[src/design/ttlp_pkg.sv]
package ttlp_pkg;

    typedef logic [3:0]  t_label_code;
    typedef logic [1:0]  t_scale_code;
    typedef logic [23:0] t_label_chars;
    typedef logic [2:0]  t_label_len;

    // Parse modes.
    localparam logic [1:0] MODE_WAIT   = 2'd0;
    localparam logic [1:0] MODE_LABEL  = 2'd1;
    localparam logic [1:0] MODE_VSTART = 2'd2;
    localparam logic [1:0] MODE_REST   = 2'd3;

    // Characters with a role in the line format.
    localparam logic [7:0] CHR_TAB   = 8'h09;
    localparam logic [7:0] CHR_LF    = 8'h0A;
    localparam logic [7:0] CHR_CR    = 8'h0D;
    localparam logic [7:0] CHR_PLUS  = 8'h2B;
    localparam logic [7:0] CHR_COMMA = 8'h2C;
    localparam logic [7:0] CHR_MINUS = 8'h2D;
    localparam logic [7:0] CHR_ZERO  = 8'h30;
    localparam logic [7:0] CHR_NINE  = 8'h39;

    // Scale codes: the reading is to be divided by one, hundred or thousand.
    localparam t_scale_code SCALE_ONE      = 2'd0;
    localparam t_scale_code SCALE_HUNDRED  = 2'd1;
    localparam t_scale_code SCALE_THOUSAND = 2'd2;

    localparam int unsigned NUM_LABELS = 12;

    localparam logic [31:0] MAG_LIMIT = 32'h8000_0000;
    localparam logic [31:0] POS_LIMIT = 32'h7FFF_FFFF;

    typedef struct packed {
        t_label_chars chars;
        t_label_len   len;
        t_scale_code  scale;
    } t_label_entry;

    // Known labels, newest byte in the low byte, in label-code order.
    localparam t_label_entry LABEL_TABLE [NUM_LABELS] = '{
        '{24'h000056, 3'd1, SCALE_THOUSAND},  // V
        '{24'h565056, 3'd3, SCALE_THOUSAND},  // VPV
        '{24'h505056, 3'd3, SCALE_ONE},       // PPV
        '{24'h000049, 3'd1, SCALE_THOUSAND},  // I
        '{24'h00494C, 3'd2, SCALE_THOUSAND},  // IL
        '{24'h483139, 3'd3, SCALE_HUNDRED},   // H19
        '{24'h483230, 3'd3, SCALE_HUNDRED},   // H20
        '{24'h483231, 3'd3, SCALE_ONE},       // H21
        '{24'h483232, 3'd3, SCALE_HUNDRED},   // H22
        '{24'h483233, 3'd3, SCALE_ONE},       // H23
        '{24'h455252, 3'd3, SCALE_ONE},       // ERR
        '{24'h004353, 3'd2, SCALE_ONE}        // CS
    };

    typedef struct packed {
        logic        hit;
        t_label_code code;
        t_scale_code scale;
    } t_match;

endpackage

[src/design/ttlp_label_match.sv]
module ttlp_label_match (
    input  ttlp_pkg::t_label_chars i_chars,
    input  ttlp_pkg::t_label_len   i_len,
    output ttlp_pkg::t_match       o_match
);
    import ttlp_pkg::*;

    // Labels are distinct, so at most one entry hits; the lowest code wins anyway.
    always_comb begin
        o_match = '0;
        for (int k = NUM_LABELS - 1; k >= 0; k--) begin
            if (LABEL_TABLE[k].len == i_len && LABEL_TABLE[k].chars == i_chars) begin
                o_match.hit   = 1'b1;
                o_match.code  = t_label_code'(k);
                o_match.scale = LABEL_TABLE[k].scale;
            end
        end
    end

endmodule

[src/design/text_telemetry_line_parser.sv]
// Text telemetry line parser.
// Input channel: one received character per word on i_rx_byte, handshaked by
// i_rx_valid / o_rx_ready. Lines are split into terms by tab or comma and end
// at CR or LF. A line whose first term is a known label and whose second term
// holds at least one decimal digit yields one result word on the output
// channel (o_res_valid / i_res_ready): the label code, the signed reading
// saturated to 32 bits, and the power of ten it is to be divided by.
// Each character is handled in the cycle it is accepted, so the block takes a
// character every cycle unless stalled. A result appears the cycle after the
// accepted line terminator and sits in a single output register. While that
// register holds an untaken result and the receiver stalls, o_rx_ready is low;
// when the receiver takes the result, a new character is accepted in the same
// cycle. After reset the parser ignores characters until the first LF, so a
// line caught halfway through is never reported. Lines longer than LINE_LENGTH
// characters or with more than TERM_LIMIT separators are dropped the same way.
module text_telemetry_line_parser #(
    parameter int unsigned LINE_LENGTH = 128,
    parameter int unsigned TERM_LIMIT  = 16
) (
    input  logic                   i_clk,
    input  logic                   i_rst_n,
    input  logic                   i_rx_valid,
    output logic                   o_rx_ready,
    input  logic [7:0]             i_rx_byte,
    output logic                   o_res_valid,
    input  logic                   i_res_ready,
    output ttlp_pkg::t_label_code  o_label_code,
    output logic signed [31:0]     o_reading,
    output ttlp_pkg::t_scale_code  o_scale_code
);
    import ttlp_pkg::*;

    localparam int unsigned LINE_W = $clog2(LINE_LENGTH + 1);
    localparam int unsigned TERM_W = $clog2(TERM_LIMIT + 1);

    // Line state.
    logic [1:0]        r_mode,      n_mode;
    t_label_chars      r_chars,     n_chars;
    t_label_len        r_label_len, n_label_len;
    logic [TERM_W-1:0] r_terms,     n_terms;
    logic [LINE_W-1:0] r_line_len,  n_line_len;
    logic [31:0]       r_accum,     n_accum;
    logic              r_neg,       n_neg;
    logic              r_digit,     n_digit;
    logic              r_stopped,   n_stopped;

    // Result register.
    logic              r_out_valid, n_out_valid;
    t_label_code       r_code,      n_code;
    logic [31:0]       r_reading,   n_reading;
    t_scale_code       r_scale,     n_scale;

    logic              accept;
    logic              emit;
    logic              is_sep, is_term, is_digit;
    logic [3:0]        digit;
    logic [35:0]       times_ten;
    logic [31:0]       accum_step;
    t_match            match;

    assign o_rx_ready = !r_out_valid || i_res_ready;
    assign accept     = i_rx_valid && o_rx_ready;

    assign is_sep   = (i_rx_byte == CHR_COMMA) || (i_rx_byte == CHR_TAB);
    assign is_term  = (i_rx_byte == CHR_CR) || (i_rx_byte == CHR_LF);
    assign is_digit = (i_rx_byte >= CHR_ZERO) && (i_rx_byte <= CHR_NINE);
    assign digit    = 4'(i_rx_byte - CHR_ZERO);

    // Magnitude times ten plus the digit, held at 2^31 so negation stays exact.
    assign times_ten  = ({4'd0, r_accum} << 3) + ({4'd0, r_accum} << 1) + 36'(digit);
    assign accum_step = (times_ten > {4'd0, MAG_LIMIT}) ? MAG_LIMIT : times_ten[31:0];

    ttlp_label_match u_match (
        .i_chars (r_chars),
        .i_len   (r_label_len),
        .o_match (match)
    );

    always_comb begin
        n_mode      = r_mode;
        n_chars     = r_chars;
        n_label_len = r_label_len;
        n_terms     = r_terms;
        n_line_len  = r_line_len;
        n_accum     = r_accum;
        n_neg       = r_neg;
        n_digit     = r_digit;
        n_stopped   = r_stopped;
        emit        = 1'b0;

        if (accept) begin
            if (r_mode == MODE_WAIT || is_term) begin
                // A terminator closes the line; while waiting only LF opens one.
                if (r_mode != MODE_WAIT || i_rx_byte == CHR_LF) begin
                    emit        = (r_mode != MODE_WAIT) && match.hit && r_digit;
                    n_mode      = MODE_LABEL;
                    n_chars     = '0;
                    n_label_len = '0;
                    n_terms     = '0;
                    n_line_len  = '0;
                    n_accum     = '0;
                    n_neg       = 1'b0;
                    n_digit     = 1'b0;
                    n_stopped   = 1'b0;
                end
            end else if (r_line_len == LINE_W'(LINE_LENGTH)) begin
                n_mode = MODE_WAIT;
            end else begin
                n_line_len = r_line_len + 1'b1;
                if (is_sep) begin
                    if (r_terms == TERM_W'(TERM_LIMIT)) begin
                        n_mode = MODE_WAIT;
                    end else begin
                        n_terms = r_terms + 1'b1;
                        n_mode  = (r_terms == '0) ? MODE_VSTART : MODE_REST;
                    end
                end else begin
                    case (r_mode)
                        MODE_LABEL: begin
                            n_chars = {r_chars[15:0], i_rx_byte};
                            if (r_label_len < 3'd4) begin
                                n_label_len = r_label_len + 1'b1;
                            end
                        end
                        MODE_VSTART: begin
                            if (i_rx_byte == CHR_MINUS) begin
                                n_neg = 1'b1;
                            end else if (is_digit) begin
                                n_accum = accum_step;
                                n_digit = 1'b1;
                            end else if (i_rx_byte != CHR_PLUS) begin
                                n_stopped = 1'b1;
                            end
                            n_mode = MODE_REST;
                        end
                        default: begin
                            // Only the value term is read; later terms are skipped.
                            if (r_terms == TERM_W'(1) && !r_stopped) begin
                                if (is_digit) begin
                                    n_accum = accum_step;
                                    n_digit = 1'b1;
                                end else begin
                                    n_stopped = 1'b1;
                                end
                            end
                        end
                    endcase
                end
            end
        end
    end

    always_comb begin
        n_out_valid = emit || (r_out_valid && !i_res_ready);
        n_code      = r_code;
        n_reading   = r_reading;
        n_scale     = r_scale;
        if (emit) begin
            n_code  = match.code;
            n_scale = match.scale;
            if (r_neg) begin
                n_reading = 32'd0 - r_accum;
            end else begin
                n_reading = (r_accum > POS_LIMIT) ? POS_LIMIT : r_accum;
            end
        end
    end

    always_ff @(posedge i_clk) begin
        if (!i_rst_n) begin
            r_mode      <= MODE_WAIT;
            r_chars     <= '0;
            r_label_len <= '0;
            r_terms     <= '0;
            r_line_len  <= '0;
            r_accum     <= '0;
            r_neg       <= 1'b0;
            r_digit     <= 1'b0;
            r_stopped   <= 1'b0;
            r_out_valid <= 1'b0;
        end else begin
            r_mode      <= n_mode;
            r_chars     <= n_chars;
            r_label_len <= n_label_len;
            r_terms     <= n_terms;
            r_line_len  <= n_line_len;
            r_accum     <= n_accum;
            r_neg       <= n_neg;
            r_digit     <= n_digit;
            r_stopped   <= n_stopped;
            r_out_valid <= n_out_valid;
        end
    end

    always_ff @(posedge i_clk) begin
        r_code    <= n_code;
        r_reading <= n_reading;
        r_scale   <= n_scale;
    end

    assign o_res_valid  = r_out_valid;
    assign o_label_code = r_code;
    assign o_reading    = signed'(r_reading);
    assign o_scale_code = r_scale;

endmodule

[config.mk]
export PLATFORM = sky130hd
export DESIGN_NAME = text_telemetry_line_parser
export DESIGN_NICKNAME = d
export VERILOG_FILES = /design/src/design/ttlp_pkg.sv /design/src/design/ttlp_label_match.sv /design/src/design/text_telemetry_line_parser.sv
export SDC_FILE = /design/constraint.sdc
export NUM_CORES = 1
export LEC_CHECK = 0
export BUFFER_PORTS_ARGS = -buffer_cell sky130_fd_sc_hd__buf_2
export CORE_ASPECT_RATIO = 0.9
export CORE_MARGIN = 2
export CORE_UTILIZATION = 40
export DETAILED_ROUTE_END_ITERATION = 8
export PLACE_DENSITY_LB_ADDON = 0.3
export SYNTH_ARGS = -nofsm -noshare
export SYNTH_HDL_FRONTEND = slang
export SYNTH_HIERARCHICAL = 1
export SYNTH_SLANG_ARGS = --single-unit
[constraint.sdc]
create_clock -name i_clk -period 4.1 [get_ports i_clk]
set_clock_uncertainty 0.2 [all_clocks]
set_input_delay 0 -clock i_clk [delete_from_list [all_inputs] [get_ports i_clk]]
set_output_delay 0 -clock i_clk [all_outputs]
set_load 0.01 [all_outputs]
# Word level (Yosys, flattened, before mapping)
# Cells that the tools add are included.
op_classes:
  n_addsub: 7
  magnitude_cmp: 5
  n_eq_ne: 34
  n_mux: 74
  reduce_logical: 49
ops:
  columns: ["cell", "n"]
  rows:
  - ["32-bit two-way mux", 10]
  - ["23-bit by 24-bit equality test with 1-bit output, first input constant", 8]
  - ["24-bit two-way mux", 5]
  - ["7-bit two-way mux", 12]
  - ["32-bit one-hot mux with 2 select lines", 1]
  - ["15-bit by 24-bit equality test with 1-bit output, first input constant", 2]
  - ["7-bit by 24-bit equality test with 1-bit output, first input constant", 2]
  - ["35-bit by 33-bit adder with 36-bit output", 1]
  - ["36-bit by 4-bit adder with 36-bit output", 1]
  - ["36-bit by 32-bit greater-than comparator with 1-bit output, second input constant", 1]
  - ["32-bit by 31-bit greater-than comparator with 1-bit output, second input constant", 1]
  - ["1-bit by 32-bit subtractor with 32-bit output, first input constant", 1]
  - ["5-bit two-way mux", 5]
  - ["8-bit by 4-bit equality test with 1-bit output, second input constant", 3]
  - ["1-bit two-way mux", 24]
  - ["8-bit two-way mux", 3]
  - ["1-bit logical AND", 18]
  - ["3-bit two-way mux", 6]
  - ["8-bit by 6-bit equality test with 1-bit output, second input constant", 2]
  - ["2-bit two-way mux", 6]
  - ["6-bit AND reduction", 2]
  - ["2-bit nonzero test", 6]
  - ["5-bit AND reduction", 2]
  - ["9-bit AND reduction", 1]
  - ["other kinds (31)", 46]
word_totals:
  register_bits: 116
  output_inout_bits: 40
  elab_cells: 186

# Depth between registers and ports, before layout
logic_depth:
  word_depth: 20
  ltp_mapped: 14
  ltp_nobuf: 12

# Cells and area by module
# The synthesis kept the hierarchy.
modules_own_cells:
  columns: ["module", "instances", "cells_per_inst", "area_each_um2"]
  rows:
  - ["text_telemetry_line_parser", 1, 884, 7656.1]
  - ["ttlp_label_match", 1, 59, 410.4]

# Worst setup path after synthesis
# Ideal clock, no wire load.
synth_timing:
  path_type: "register to register"
  from: "register r_chars[11]"
  to: "register r_code[0], in the netlist o_label_code[0], enable pin"
  setup_time_ns: 0.400
  t_arrival_ns: 3.137
  required_time_ns: 3.500
  slack_ns: 0.363
  stages_incl_launch_ff: 9
  synth_period_minus_slack_ns: 3.737
  cell_sequence: "dfxtp_1 -> or4_4 -> or4_4 -> or4_4 -> o31a_1 -> nand4_1 -> nand2_1 -> nor3_1 -> and2_1"
synth_rtl:
  columns: ["element", "line_no", "rtl"]
  rows:
  - ["start, declared", "text_telemetry_line_parser.sv:38", "t_label_chars r_chars, n_chars;"]
  - ["start signal, assigned", "text_telemetry_line_parser.sv:183", "r_chars <= n_chars;"]
  - ["end signal, assigned", "text_telemetry_line_parser.sv:196", "r_code <= n_code;"]
  - ["end, declared", "text_telemetry_line_parser.sv:49", "t_label_code r_code, n_code;"]

# Final worst setup path
layout_timing:
  from: "register r_accum[0]"
  to: "register r_accum[27]"
layout_via:
  elab_chain_cells: 10
  elab_cells_between_ends: 11
layout_rtl:
  columns: ["element", "line_no", "rtl"]
  rows:
  - ["start, declared", "text_telemetry_line_parser.sv:42", "logic [31:0] r_accum, n_accum;"]
  - ["start signal, assigned", "text_telemetry_line_parser.sv:187", "r_accum <= n_accum;"]
  - ["35-bit by 33-bit adder with 36-bit output *", "text_telemetry_line_parser.sv:70", "assign times_ten = ({4'd0, r_accum} << 3) + ({4'd0, r_accum} << 1) + 36'(digit);"]
  - ["36-bit by 4-bit adder with 36-bit output *", "text_telemetry_line_parser.sv:70", null]
  - ["36-bit by 32-bit greater-than comparator with 1-bit output", "text_telemetry_line_parser.sv:71", "assign accum_step = (times_ten > {4'd0, MAG_LIMIT}) ? MAG_LIMIT : times_ten[31:0];"]
  - ["32-bit two-way mux *", "text_telemetry_line_parser.sv:71", null]
  - ["32-bit two-way mux *", "text_telemetry_line_parser.sv:128, text_telemetry_line_parser.sv:139", null]
  - ["32-bit two-way mux (on tied branches)", "text_telemetry_line_parser.sv:138, text_telemetry_line_parser.sv:126", null]
  - ["32-bit one-hot mux with 2 select lines *", "text_telemetry_line_parser.sv:118", "case (r_mode)"]
  - ["32-bit two-way mux *", "text_telemetry_line_parser.sv:110", "if (is_sep) begin"]
  - ["32-bit two-way mux *", "text_telemetry_line_parser.sv:106", "end else if (r_line_len == LINE_W'(LINE_LENGTH)) begin"]
  - ["32-bit two-way mux *", "text_telemetry_line_parser.sv:92", "if (r_mode == MODE_WAIT || is_term) begin"]
# Every way passes the cells marked *; elsewhere a longest branch is shown, timed or not. The select of a mux whose other input is x is not followed.
# A chain may end at the register's enable or synchronous reset.

==> impl_metrics.toml <==
[synth]
syn_avg_cell_area_um2 = 8.55
synthTopCellsByCount = "nand2_1 (107), dfxtp_1 (78), ha_1 (71)"
synth_xor_area_share_pct = 3.91
synth_fa_ha_area_share_pct = 11.5
ys_top_cells_by_area = "dfxtp_1 (19%), edfxtp_1 (14%), ha_1 (11%)"
synth_compound_area_share_pct = 22.1
synth_seq_cells = 116
synth_edf_count = 38
synthCells = 943
ys_seq_area_share_pct = 33.5
synth-simple-area-share_pct = 24.5
yosysTopAreaCellShare_pct = 19.4
ys_warn_count = 6
synth_cell_types = 78
yosysMostFrequentCell = "nand2_1"
synth_top_family_by_area = "simple AND/OR/NAND/NOR gates"
synth_top_cell_by_area = "dfxtp_1"
synth_mux_area_share_pct = 0.993
synth_fp_nets = 1028
synthArstFlopShare_pct = 0
syn_area_mm2 = 0.00807
synth_top_flop_cell = "dfxtp_1"

[cts]
postCtsSetupBuffers = 0
cts_made_buffers = 17
cts_tree = "done"
clock_sinks = 116
path_clk_slew_ns = 0.06
h-tree-depth = 4
worstSkewPairLatency_ns = 0.42
cts_root_buf = "clkbuf_16"
clock_path_buffers = 2

[pwr]
p_int_mw = 2.05
combPwrFrac_pct = 2.0
swShare_pct = 22.7
seqPwrFrac_pct = 44.4
p_leak_nw = 3.65
p_switching_mw = 0.603
powerDensity_mw_per_mm2 = 284
power_frac_clock_pct = 53.5
vdd_drop_max_mv = 0.275

[placement]
placed_area_mm2 = 0.00866
gp_congestion = 0.911
placed_cells_incl_taps = 1230
place_ws_ns = 0.343
portBuffers = 51
hpwl_um = 15000

[finish]
layout-drive-gt1-share_pct = 13.8
nNetsFinal = 1090
instances_no_fill = 1273
area_growth_pct = 15.7
final_cell_area_mm2 = 0.00933
num_antenna_cells = 0

[global_routing]
grt_max_degree = 51
overflow = 0
grt_use_total_pct = 19.7
grt_pass1_vias = 6772
grt_pass1_wl_um = 34500
antenna_found_initial = 0

[critical_path]
critical_path_class = "flip-flop to flip-flop"
critPathMaxFanout = 11
worst-r2r-cell-count = 13
cp.arrival_ns = 3.98
reg2reg_from = "r_accum[0]"
rrSetupSlack_ns = 0.25
worstReg2RegEnd = "r_accum[27]"
cp-end-kind = "flip-flop"
critical_path_required_ns = 4.23
cp-start-kind = "flip-flop"

[run]
maxCapViolCount = 0

[route]
firstDrtPassIters = 5
drc = 0
wl_met2_um = 8790
met3_length_um = 1240
drt-met1-wl_um = 10300
wl_um = 20600
viasPerCell = 5.78
dr.max_layer_used = "met4"
wl_per_cell_um = 16.2
vias = 7357
antenna_left = 0
first_iter_violations = 585

[floorplan]
fp.dieH_um = 139
rows = 49
core_mm2 = 0.0199
io_pins = 52
die_area_mm2 = 0.0213
initial_core_util_pct = 40.6
die_w_um = 154

[timing]
worstMarginPinSlew_ns = 1.17
min_period_over_period_pct = 93.8
finalSetupViolations = 0
hold_viol = 0
layout_setup_ws_ns = 0.253
rsz0062_at_grt = "false"
finalCriticalPeriod_ns = 3.85
tns_ns = 0
max_freq_mhz = 260
drv_slew = 0
timing.slew.headroom_pct = 21.9

[worst_hold_path]
hold-path-endpoint = "r_terms[0]"
min_path_type = "primary input to flip-flop"
holdPathStages = 2
hp-start = "i_rst_n"

[outcome]
status = "finished clean"
critical path, stage by stage, from the launching register on:
cell	delay (ns)
dfxtp_1	0.33
inv_1	0.08
fa_1	0.58
inv_1	0.06
ha_1	0.31
a211o_1	0.27
a21o_1	0.23
a211oi_1	0.28
o21bai_1	0.19
a311oi_1	0.36
and4bb_2	0.27
o2111ai_1	0.11
buf_4	0.25
o31ai_1	0.24
through the flow:
| step | total power [mW] | util, % | hold slack (ns) |
|---|---|---|---|
| finish | 2.66 | 47.0 | 0.0755 |
| global route | 2.74 | 47.0 | 0.128 |
| CTS | 2.68 | 47.0 | 0.0737 |
| detailed placement | 1.25 | 43.6 | 0.123 |
| global placement | 1.25 | 43.6 | 0.122 |
| floorplan | 1.23 | - | -0.0490 |
logic make-up (layout without fill, tap and decap cells):
| group | after synthesis | after routing |
|---|---|---|
| simple gates | 375 | 375 |
| flops | 116 | 116 |
| mux | 8 | 8 |
| xor+xnor | 36 | 36 |
| compound gates | 266 | 266 |
| buf+inv | 69 | 144 |
| fa+ha+maj | 73 | 73 |
per-layer routing:
metal  GRT usage (%)  vias up
li1                -     3687
met1            29.8     3416
met2            28.9      230
met3            3.41       24
met4            5.21        0
met5               0        -
area by class of cell:
cell class	count	area, um^2
fill	1901	10500
inverter	28	119
tap	255	319
multi-input combinational	758	5080
clock buffer	18	439
sequential	116	2700
clock inverter	14	126
timing repair buffer	84	543
repair_timing:
item                                   CTS  global route
gates resized for setup                  0             0
hold buffers                            11             0
endpoints found under the hold margin   15             0
state kept, by name, indices dropped and copies added (netlist names):
signal and flops:
r_accum 32, r_neg 1, r_mode 2, r_label_len 3, r_line_len 8, o_label_code 4, o_scale_code 2, r_terms 5
r_digit 1, o_res_valid 1, r_chars 24, o_reading 32, r_stopped 1
power groups by stage:
stage / clock network [mW] / registers [mW] / logic, mW
2_1_floorplan: 0 / 1.20 / 0.0267
3_3_place_gp: 0 / 1.20 / 0.0458
3_5_place_dp: 0 / 1.20 / 0.0465
4_1_cts: 1.45 / 1.18 / 0.0540
5_1_grt: 1.50 / 1.18 / 0.0600
6_report: 1.42 / 1.18 / 0.0544
how the worst max path moves through the flow:
stage,startpoint,end,cells past startpoint
5_1_grt,r_accum[0],r_accum[27],12
4_1_cts,r_accum[0],r_accum[27],13
3_3_place_gp,r_accum[0],r_accum[30],12
6_report,r_accum[0],r_accum[27],13
3_5_place_dp,r_accum[0],r_accum[30],12
2_1_floorplan,r_chars[11],o_label_code[0],8
cells in the final DEF, fill, tap and decap left out, types with 7 or more instances in the layout:
master and count:
buf_4 21, nand4_1 34, a21boi_0 23, o21a_1 22, edfxtp_1 38, a211oi_1 16
nand3_1 50, dfxtp_1 78, ha_1 71, nand2_1 107, dlygate4sd3_1 11, nor2b_1 9
a21o_1 11, mux2i_1 8, and2_1 7, o21ai_0 53, a21oi_1 63, o31ai_1 11
xor2_1 19, clkbuf_16 17, buf_2 51, xnor2_1 17, nor3_1 29, nor2_1 60
nor4_1 10, inv_1 26, a31oi_1 13, nand2b_1 7
Power figures use the tool's default switching activity.
